## config.mk

```make
export PLATFORM = sky130hd
export DESIGN_NAME = priority_task_scheduler_flat
export DESIGN_NICKNAME = d
export VERILOG_FILES = /design/src/pts_pkg.sv /design/src/pts_in_if.sv /design/src/pts_out_if.sv /design/src/pts_ctrl.sv /design/src/pts_datapath.sv /design/src/priority_task_scheduler.sv /design/src/flat_wrapper.sv
export SDC_FILE = /design/constraint.sdc
export NUM_CORES = 2
export LEC_CHECK = 0
export BUFFER_PORTS_ARGS = -buffer_cell sky130_fd_sc_hd__buf_2
export CORE_AREA = 2 2 396 398
export DETAILED_ROUTE_END_ITERATION = 16
export DIE_AREA = 0 0 398 400
export HOLD_SLACK_MARGIN = 0.08
export SYNTH_ARGS = -nofsm -noshare
export SYNTH_HDL_FRONTEND = slang
export SYNTH_SLANG_ARGS = --single-unit
```

## constraint.sdc

```tcl
create_clock -name clk -period 7.1 [get_ports clk]
set_input_delay 1.065 -clock clk [delete_from_list [all_inputs] [get_ports clk]]
set_output_delay 1.065 -clock clk [all_outputs]
set_load 0.02 [all_outputs]
```

## src/pts_pkg.sv

```systemverilog
`timescale 1ns / 1ps
`default_nettype none

package pts_pkg;

  // table sizes
  localparam int MAX_TASKS = 16;
  localparam int NUM_SEMS  = 8;

  // fixed field widths
  localparam int KIND_W  = 3;
  localparam int TIME_W  = 32;
  localparam int SEMF_W  = 3;
  localparam int TASKF_W = 4;
  localparam int CFG_W   = 5;

  // derived index and counter widths
  localparam int TASK_W = (MAX_TASKS > 1) ? $clog2(MAX_TASKS) : 1;
  localparam int CNT_W  = $clog2(MAX_TASKS + 1);
  localparam int SEM_W  = (NUM_SEMS > 1) ? $clog2(NUM_SEMS) : 1;

  // event codes, the remaining codes behave as a tick
  localparam logic [KIND_W-1:0] KIND_TICK        = 3'd0;
  localparam logic [KIND_W-1:0] KIND_DELAY       = 3'd1;
  localparam logic [KIND_W-1:0] KIND_CYCLE_DELAY = 3'd2;
  localparam logic [KIND_W-1:0] KIND_TAKE        = 3'd3;
  localparam logic [KIND_W-1:0] KIND_GIVE        = 3'd4;

  // controller states
  typedef enum logic [1:0] {
    ST_IDLE,
    ST_ACT,
    ST_SCAN,
    ST_DONE
  } pts_state_t;

  // controller to datapath
  typedef struct packed {
    logic load;
    logic act;
    logic scan_clr;
    logic scan_step;
    logic finish;
  } pts_cmd_t;

  // datapath to controller
  typedef struct packed {
    logic scan_empty;
    logic scan_last;
    logic out_busy;
  } pts_status_t;

endpackage

`default_nettype wire

```

## src/pts_in_if.sv

```systemverilog
`timescale 1ns / 1ps
`default_nettype none

interface pts_in_if;
  import pts_pkg::*;

  logic                valid;
  logic                ready;
  logic [KIND_W-1:0]   kind;
  logic [TIME_W-1:0]   now_time;
  logic [TIME_W-1:0]   delay_ms;
  logic [SEMF_W-1:0]   sem_index;
  logic [TIME_W-1:0]   start_stamp;

  modport source (output valid, kind, now_time, delay_ms, sem_index, start_stamp,
                  input ready);
  modport sink (input valid, kind, now_time, delay_ms, sem_index, start_stamp,
                output ready);
endinterface

`default_nettype wire

```

## src/pts_out_if.sv

```systemverilog
`timescale 1ns / 1ps
`default_nettype none

interface pts_out_if;
  import pts_pkg::*;

  logic               valid;
  logic               ready;
  logic [TASKF_W-1:0] next_task;
  logic               found_ready;
  logic               take_granted;
  logic [TIME_W-1:0]  new_stamp;

  modport source (output valid, next_task, found_ready, take_granted, new_stamp,
                  input ready);
  modport sink (input valid, next_task, found_ready, take_granted, new_stamp,
                output ready);
endinterface

`default_nettype wire

```

## src/pts_ctrl.sv

```systemverilog
`timescale 1ns / 1ps
`default_nettype none

module pts_ctrl (
  input  wire logic            clk,
  input  wire logic            rst,
  input  wire logic            in_valid,
  output logic                 in_ready,
  input  pts_pkg::pts_status_t status,
  output pts_pkg::pts_cmd_t    cmd
);
  import pts_pkg::*;

  pts_state_t state;
  pts_state_t state_next;

  // state register
  always_ff @(posedge clk) begin
    if (rst) begin
      state <= ST_IDLE;
    end else begin
      state <= state_next;
    end
  end

  // next state and commands
  always_comb begin
    state_next = state;
    cmd        = '0;
    in_ready   = 1'b0;
    unique case (state)
      ST_IDLE: begin
        in_ready = 1'b1;
        if (in_valid) begin
          cmd.load   = 1'b1;
          state_next = ST_ACT;
        end
      end
      ST_ACT: begin
        cmd.act      = 1'b1;
        cmd.scan_clr = 1'b1;
        state_next   = status.scan_empty ? ST_DONE : ST_SCAN;
      end
      ST_SCAN: begin
        cmd.scan_step = 1'b1;
        if (status.scan_last) begin
          state_next = ST_DONE;
        end
      end
      ST_DONE: begin
        if (!status.out_busy) begin
          cmd.finish = 1'b1;
          state_next = ST_IDLE;
        end
      end
      default: begin
        state_next = ST_IDLE;
      end
    endcase
  end

endmodule

`default_nettype wire

```

## src/pts_datapath.sv

```systemverilog
`timescale 1ns / 1ps
`default_nettype none

module pts_datapath (
  input  wire logic                        clk,
  input  wire logic                        rst,
  input  wire logic                        cfg_we,
  input  wire logic [pts_pkg::CFG_W-1:0]   cfg_wdata,
  input  wire logic [pts_pkg::KIND_W-1:0]  in_kind,
  input  wire logic [pts_pkg::TIME_W-1:0]  in_now_time,
  input  wire logic [pts_pkg::TIME_W-1:0]  in_delay_ms,
  input  wire logic [pts_pkg::SEMF_W-1:0]  in_sem_index,
  input  wire logic [pts_pkg::TIME_W-1:0]  in_start_stamp,
  input  pts_pkg::pts_cmd_t                cmd,
  output pts_pkg::pts_status_t             status,
  output logic                             out_valid,
  input  wire logic                        out_ready,
  output logic [pts_pkg::TASKF_W-1:0]      out_next_task,
  output logic                             out_found_ready,
  output logic                             out_take_granted,
  output logic [pts_pkg::TIME_W-1:0]       out_new_stamp
);
  import pts_pkg::*;

  // configuration
  logic [CFG_W-1:0]  tasks_in_use;

  // latched item
  logic [KIND_W-1:0] kind_q;
  logic [TIME_W-1:0] now_q;
  logic [TIME_W-1:0] delay_q;
  logic [SEMF_W-1:0] sem_q;
  logic [TIME_W-1:0] stamp_q;

  // task table and semaphores
  logic [MAX_TASKS-1:0] task_asleep;
  logic [MAX_TASKS-1:0] task_blocked;
  logic [TIME_W-1:0]    task_wake_time [MAX_TASKS];
  logic [SEMF_W-1:0]    task_blocking_sem [MAX_TASKS];
  logic [TIME_W-1:0]    sem_count [NUM_SEMS];
  logic [NUM_SEMS-1:0]  sem_nonzero;
  logic [TASK_W-1:0]    current_task;

  // scan state
  logic [CNT_W-1:0]  idx;
  logic              found_q;
  logic [TASK_W-1:0] sel_q;
  logic              granted_q;

  logic [CNT_W-1:0]  scan_len;
  logic [TASK_W-1:0] cur;
  logic [TASK_W-1:0] ti;
  logic [SEM_W-1:0]  si;
  logic              sem_ok;
  logic [SEMF_W-1:0] bsem;
  logic              bsem_ok;
  logic              wake_now;
  logic              entry_ready;

  // scan length clamped to the table size
  assign scan_len = (tasks_in_use > CNT_W'(MAX_TASKS)) ? CNT_W'(MAX_TASKS) : tasks_in_use;
  assign cur      = current_task;
  assign ti       = idx[TASK_W-1:0];
  assign si       = sem_q[SEM_W-1:0];
  assign sem_ok   = 32'(sem_q) < NUM_SEMS;

  // wake test for the entry under the scan pointer
  assign bsem        = task_blocking_sem[ti];
  assign bsem_ok     = 32'(bsem) < NUM_SEMS;
  assign wake_now    = task_asleep[ti] &&
                       (task_blocked[ti] ? (bsem_ok && sem_nonzero[bsem[SEM_W-1:0]])
                                         : (task_wake_time[ti] <= now_q));
  assign entry_ready = !task_asleep[ti] || wake_now;

  assign status.scan_empty = (scan_len == '0);
  assign status.scan_last  = ((idx + CNT_W'(1)) == scan_len);
  assign status.out_busy   = out_valid && !out_ready;

  always_ff @(posedge clk) begin
    if (rst) begin
      tasks_in_use <= CFG_W'(1);
      task_asleep  <= '0;
      task_blocked <= '0;
      sem_nonzero  <= '0;
      current_task <= '0;
      out_valid    <= 1'b0;
      idx          <= '0;
      found_q      <= 1'b0;
      sel_q        <= '0;
      granted_q    <= 1'b0;
      for (int i = 0; i < MAX_TASKS; i++) begin
        task_wake_time[i]    <= '0;
        task_blocking_sem[i] <= '0;
      end
      for (int s = 0; s < NUM_SEMS; s++) begin
        sem_count[s] <= '0;
      end
    end else begin
      // register write
      if (cfg_we) begin
        tasks_in_use <= cfg_wdata;
      end

      // capture the item
      if (cmd.load) begin
        kind_q  <= in_kind;
        now_q   <= in_now_time;
        delay_q <= in_delay_ms;
        sem_q   <= in_sem_index;
        stamp_q <= in_start_stamp + in_delay_ms;
      end

      // event acts on the current task or a semaphore
      if (cmd.act) begin
        granted_q <= 1'b0;
        unique case (kind_q)
          KIND_DELAY: begin
            task_wake_time[cur] <= now_q + delay_q;
            task_asleep[cur]    <= 1'b1;
          end
          KIND_CYCLE_DELAY: begin
            task_wake_time[cur] <= stamp_q;
            if (stamp_q > now_q) begin
              task_asleep[cur] <= 1'b1;
            end
          end
          KIND_TAKE: begin
            if (sem_ok) begin
              if (sem_nonzero[si]) begin
                sem_count[si]   <= sem_count[si] - TIME_W'(1);
                sem_nonzero[si] <= (sem_count[si] != TIME_W'(1));
                granted_q       <= 1'b1;
              end else begin
                task_blocked[cur]      <= 1'b1;
                task_blocking_sem[cur] <= sem_q;
                task_asleep[cur]       <= 1'b1;
              end
            end
          end
          KIND_GIVE: begin
            if (sem_ok && (sem_count[si] != '1)) begin
              sem_count[si]   <= sem_count[si] + TIME_W'(1);
              sem_nonzero[si] <= 1'b1;
            end
          end
          default: begin
          end
        endcase
      end

      // wake and select, one entry per cycle
      if (cmd.scan_clr) begin
        idx     <= '0;
        found_q <= 1'b0;
        sel_q   <= '0;
      end
      if (cmd.scan_step) begin
        if (wake_now) begin
          task_asleep[ti]  <= 1'b0;
          task_blocked[ti] <= 1'b0;
        end
        if (!found_q && entry_ready) begin
          found_q <= 1'b1;
          sel_q   <= ti;
        end
        idx <= idx + CNT_W'(1);
      end

      // result register
      if (cmd.finish) begin
        if (found_q) begin
          current_task <= sel_q;
        end
        out_next_task    <= TASKF_W'(found_q ? sel_q : current_task);
        out_found_ready  <= found_q;
        out_take_granted <= granted_q;
        out_new_stamp    <= stamp_q;
        out_valid        <= 1'b1;
      end else if (out_ready) begin
        out_valid <= 1'b0;
      end
    end
  end

endmodule

`default_nettype wire

```

## src/priority_task_scheduler.sv

```systemverilog
`timescale 1ns / 1ps
`default_nettype none

// Fixed-priority task scheduler. Each item on evt is one event (tick, delay,
// cycle delay, semaphore take or give) with the current time; each event gives
// exactly one item on res: the task to run next, whether a ready task was
// found, whether a take was granted and the next period stamp.
// The tasks_in_use register is written through cfg_we / cfg_wdata; write it
// only while idle, as the block itself does not enforce this. It sets how
// many task entries the wake and select pass visits. An accepted event
// passes the event action, then the N scanned entries (N = tasks_in_use
// clamped to 16) in the shared wake/select stage, then the result register.
// The next event is accepted only after that, so the scan over the task
// table limits the event rate.
// A finished result waits in the output register; evt.ready returns high as
// soon as the result has been loaded. If res is stalled when the next result
// is finished, the block holds that result until the register frees.
// Synchronous reset clears the task table, the semaphore counts and the
// current task, sets tasks_in_use to one and drops res.valid.
module priority_task_scheduler (
  input  wire logic                      clk,
  input  wire logic                      rst,
  input  wire logic                      cfg_we,
  input  wire logic [pts_pkg::CFG_W-1:0] cfg_wdata,
  pts_in_if.sink                         evt,
  pts_out_if.source                      res
);
  import pts_pkg::*;

  pts_cmd_t    cmd;
  pts_status_t status;

  // sequencing
  pts_ctrl u_ctrl (
    .clk      (clk),
    .rst      (rst),
    .in_valid (evt.valid),
    .in_ready (evt.ready),
    .status   (status),
    .cmd      (cmd)
  );

  // task table, semaphores and result register
  pts_datapath u_datapath (
    .clk              (clk),
    .rst              (rst),
    .cfg_we           (cfg_we),
    .cfg_wdata        (cfg_wdata),
    .in_kind          (evt.kind),
    .in_now_time      (evt.now_time),
    .in_delay_ms      (evt.delay_ms),
    .in_sem_index     (evt.sem_index),
    .in_start_stamp   (evt.start_stamp),
    .cmd              (cmd),
    .status           (status),
    .out_valid        (res.valid),
    .out_ready        (res.ready),
    .out_next_task    (res.next_task),
    .out_found_ready  (res.found_ready),
    .out_take_granted (res.take_granted),
    .out_new_stamp    (res.new_stamp)
  );

endmodule

`default_nettype wire

```

## src/flat_wrapper.sv

```systemverilog
// flat-port wrapper written by rule: the top's interface ports become plain ports
module priority_task_scheduler_flat import pts_pkg::*;
  (clk, rst, cfg_we, cfg_wdata, evt_valid, evt_kind, evt_now_time, evt_delay_ms, evt_sem_index, evt_start_stamp, evt_ready, res_valid, res_next_task, res_found_ready, res_take_granted, res_new_stamp, res_ready);
  pts_in_if evt_i ();
  pts_out_if res_i ();
  input  wire logic clk;
  input  wire logic rst;
  input  wire logic cfg_we;
  input  wire logic [pts_pkg::CFG_W-1:0] cfg_wdata;
  input wire logic [$bits(evt_i.valid)-1:0] evt_valid;
  input wire logic [$bits(evt_i.kind)-1:0] evt_kind;
  input wire logic [$bits(evt_i.now_time)-1:0] evt_now_time;
  input wire logic [$bits(evt_i.delay_ms)-1:0] evt_delay_ms;
  input wire logic [$bits(evt_i.sem_index)-1:0] evt_sem_index;
  input wire logic [$bits(evt_i.start_stamp)-1:0] evt_start_stamp;
  output wire logic [$bits(evt_i.ready)-1:0] evt_ready;
  output wire logic [$bits(res_i.valid)-1:0] res_valid;
  output wire logic [$bits(res_i.next_task)-1:0] res_next_task;
  output wire logic [$bits(res_i.found_ready)-1:0] res_found_ready;
  output wire logic [$bits(res_i.take_granted)-1:0] res_take_granted;
  output wire logic [$bits(res_i.new_stamp)-1:0] res_new_stamp;
  input wire logic [$bits(res_i.ready)-1:0] res_ready;
  assign evt_i.valid = evt_valid;
  assign evt_i.kind = evt_kind;
  assign evt_i.now_time = evt_now_time;
  assign evt_i.delay_ms = evt_delay_ms;
  assign evt_i.sem_index = evt_sem_index;
  assign evt_i.start_stamp = evt_start_stamp;
  assign evt_ready = evt_i.ready;
  assign res_valid = res_i.valid;
  assign res_next_task = res_i.next_task;
  assign res_found_ready = res_i.found_ready;
  assign res_take_granted = res_i.take_granted;
  assign res_new_stamp = res_i.new_stamp;
  assign res_i.ready = res_ready;
  priority_task_scheduler u_core (.clk(clk), .rst(rst), .cfg_we(cfg_we), .cfg_wdata(cfg_wdata), .evt(evt_i), .res(res_i));
endmodule
```

==> flow_summary.ini <==
[status]
status = finished clean

[finish]
ff_latch_area_mm2 = 0.0301
multi_input_area_mm2 = 0.0180
drive_gt1_frac = 0.190
final_cell_mix = edfxtp_1 (956), nor2_1 (922), mux4_2 (234)
fillCellCount = 14874
syn_to_final_growth_pct = 13.8
layout_commonest_cell = edfxtp_1
layout.nets = 4147
stdcell_area_mm2 = 0.0561

[clocking]
cts_buffers = 111
postCtsHoldBufs = 0
cts_tree = done
worstSkewPairLatency_ps = 760
clock-root-buffer = clkbuf_16
postCtsSetupBuffers = 0
clk_pin_slew_ps = 60
clk_path_buf_depth = 3
h-tree-depth = 3
cts.sinks = 1026
cts_resized = 0

[worst_setup_path]
critPathLaunchType = flop
critPathCaptureType = flop
cp_max_fo = 45
path_class = reg2reg
worstPathArrival_ps = 6340
reg2regPathDepth = 16
worstPathRequired_ps = 7710

[timing]
slew_violations = 0
timing.final.crit_share = 0.807
slew_headroom = 0.141
fin_skew_ps = 86.7
setup-tns-final_ps = 0
worst_pin_slew_ps = 1280
fmax_ghz = 0.175
rsz0062_at_grt = no
layout_min_cycle_time_ps = 5730
setup_viol = 0
hold_viol = 0

[place]
dp_hpwl_mm = 92.8
place_congestion = 0.857
port_buffers = 151
place_area_mm2 = 0.0525

[power]
irDropWorstVdd_v = 0.000235
powerDensity_mw_per_mm2 = 288
total_power_uw = 16100
p_leak_uw = 0.0200

[grt]
grt_first_pass_wirelength_mm = 217
grt_pass1_vias = 31891
grt_max_degree = 72
track_usage = 0.186
antenna_found_initial = 6
grt_overflow = 0

[synth]
syn_area_per_cell_um2 = 13.1
ys_async_sr_fraction = 0
synth-edff-count = 956
synth_area_mm2 = 0.0493
synth-seq-cells = 1026
synth-main-ff-cell = edfxtp_1
ys_seq_area_frac = 0.611
synth_nets = 4004
ys_warn_count = 0
syn_inst = 3753
synth_cell_types = 98

[worst_hold_path]
hold_depth = 0
worstHoldPathType = reg2reg

[die]
die_h_um = 400
die_area_mm2 = 0.159
start_util = 0.318
die_x_um = 398
core_mm2 = 0.155
ios = 152
rows = 145

[flow_run]
maxCapViolCount = 0

[route]
drc = 0
vias_per_cell = 5.37
vias = 32526
routed_wl_mm = 150
wl_per_cell_um = 24.7
initialDrtViolationCount = 3647
ant_nets = 0
drtPass1Iterations = 5
-- logic make-up after synthesis --
| kind of cell | Yosys count | share of synthesized area |
|---|---|---|
| AOI/OAI and AO/OA | 442 | 0.0590 |
| muxes | 325 | 0.127 |
| DFF | 1026 | 0.611 |
| and+or+nand+nor | 1434 | 0.123 |
| adders and majority gates | 139 | 0.0356 |
| buffers and inverters | 300 | 0.0264 |
| xor gates and xnor gates | 87 | 0.0177 |
-- power breakdown --
| part | internal (uW) | switching [uW] |
|---|---|---|
| Clock | 3180 | 2510 |
| Combinational | 1140 | 2100 |
| Sequential | 6930 | 259 |
-- stage by stage --
stage / std cells / utilization / worst slack (ps) / hold slack, ps
4_1_cts: 6050 / 0.361 / 1490 / 426
5_1_grt: 6050 / 0.361 / 1090 / 451
3_3_place_gp: 5841 / 0.339 / 1560 / 426
3_5_place_dp: 5841 / 0.339 / 1540 / 434
2_1_floorplan: 3753 / - / 1660 / 408
6_report: 6052 / 0.361 / 1370 / 449
-- worst paths after layout --
| kind | slack [ps] | end | from |
|---|---|---|---|
| max reg2reg | 1370 | u_core.u_datapath.sel_q[2]$_SDFF_PP0_ | flop |
| max | 1370 | u_core.u_datapath.sel_q[2]$_SDFF_PP0_ | flop |
| min reg2reg | 450 | u_core.u_datapath.out_take_granted$_DFFE_PP_ | u_core.u_datapath.granted_q$_SDFFE_PP0P_ |
| min | 450 | u_core.u_datapath.out_take_granted$_DFFE_PP_ | u_core.u_datapath.granted_q$_SDFFE_PP0P_ |
-- worst max-delay path: stages, from the launching register on --
cell       delay (ps)
dfxtp_4           790
buf_12            390
mux4_2            580
mux4_2            510
ha_1              320
nand4_1           130
nor3_1            880
a2111oi_0         270
buf_4             210
a21oi_1           140
o31ai_1           150
buf_4             180
nand2_1            80
a211oi_1           70
buf_4             180
or3b_2            440
a21oi_1           150
-- cell usage after synthesis (all sizes together), types with 9 or more instances --
| cell type | instances | area, um^2 |
|---|---|---|
| mux2i | 75 | 763 |
| a21o | 41 | 308 |
| or2 | 9 | 56.3 |
| nor2 | 923 | 3460 |
| mux2 | 14 | 158 |
| clkbuf | 150 | 563 |
| o21ai | 85 | 433 |
| and3 | 25 | 156 |
| xor2 | 27 | 285 |
| xnor2 | 60 | 586 |
| nand2b | 17 | 109 |
| nor2b | 31 | 194 |
| ha | 137 | 1710 |
| nand4 | 21 | 131 |
| buf | 76 | 458 |
| nand3 | 57 | 285 |
| nor3 | 52 | 260 |
| o211ai | 14 | 105 |
| and2 | 17 | 106 |
| edfxtp | 956 | 28700 |
| a21oi | 133 | 666 |
| or3 | 12 | 85.1 |
| nand2 | 227 | 852 |
| inv | 74 | 278 |
| nor3b | 12 | 111 |
| a31oi | 9 | 62.6 |
| a211oi | 55 | 413 |
| nor4 | 12 | 87.6 |
| o22ai | 10 | 62.6 |
| dfxtp | 70 | 1400 |
| o21a | 17 | 129 |
| mux4 | 236 | 5320 |
-- metal layers --
metal,track usage,vias up,wire length [um]
li1,-,14228,-
met1,0.266,16469,63800
met2,0.284,1620,66900
met3,0.0412,207,15600
met4,0.0486,2,3210
met5,0,-,8
-- layout make-up --
cell class / count / share of cell area
Sequential cell: 1026 / 0.537
Clock buffer: 139 / 0.0514
Inverter: 74 / 0.00500
Multi-Input combinational cell: 2427 / 0.320
Timing Repair Buffer: 256 / 0.0284
Antenna cell: 2 / 0.0000893
Clock inverter: 70 / 0.0116
Tap cell: 2058 / 0.0459
-- flip-flops by register name, summed over array words and instances, names as in the netlist, named ones only --
register / flops
u_core.u_datapath.found_q: 1
u_core.u_datapath.kind_q: 3
u_core.u_datapath.sem_count: 256
u_core.u_datapath.out_take_granted: 1
u_core.u_datapath.delay_q: 32
u_core.u_datapath.idx: 5
u_core.u_datapath.task_wake_time: 512
u_core.u_datapath.now_q: 32
u_core.u_datapath.out_valid: 1
u_core.u_ctrl.state: 2
u_core.u_datapath.task_asleep: 16
u_core.u_datapath.out_next_task: 4
u_core.u_datapath.sem_nonzero: 8
u_core.u_datapath.sel_q: 4
u_core.u_datapath.stamp_q: 32
u_core.u_datapath.cur: 4
u_core.u_datapath.out_found_ready: 1
u_core.u_datapath.granted_q: 1
u_core.u_datapath.out_new_stamp: 32
u_core.u_datapath.tasks_in_use: 5
u_core.u_datapath.sem_q: 3
u_core.u_datapath.task_blocked: 16
u_core.u_datapath.task_blocking_sem: 48
Power figures use the tool's default switching activity.
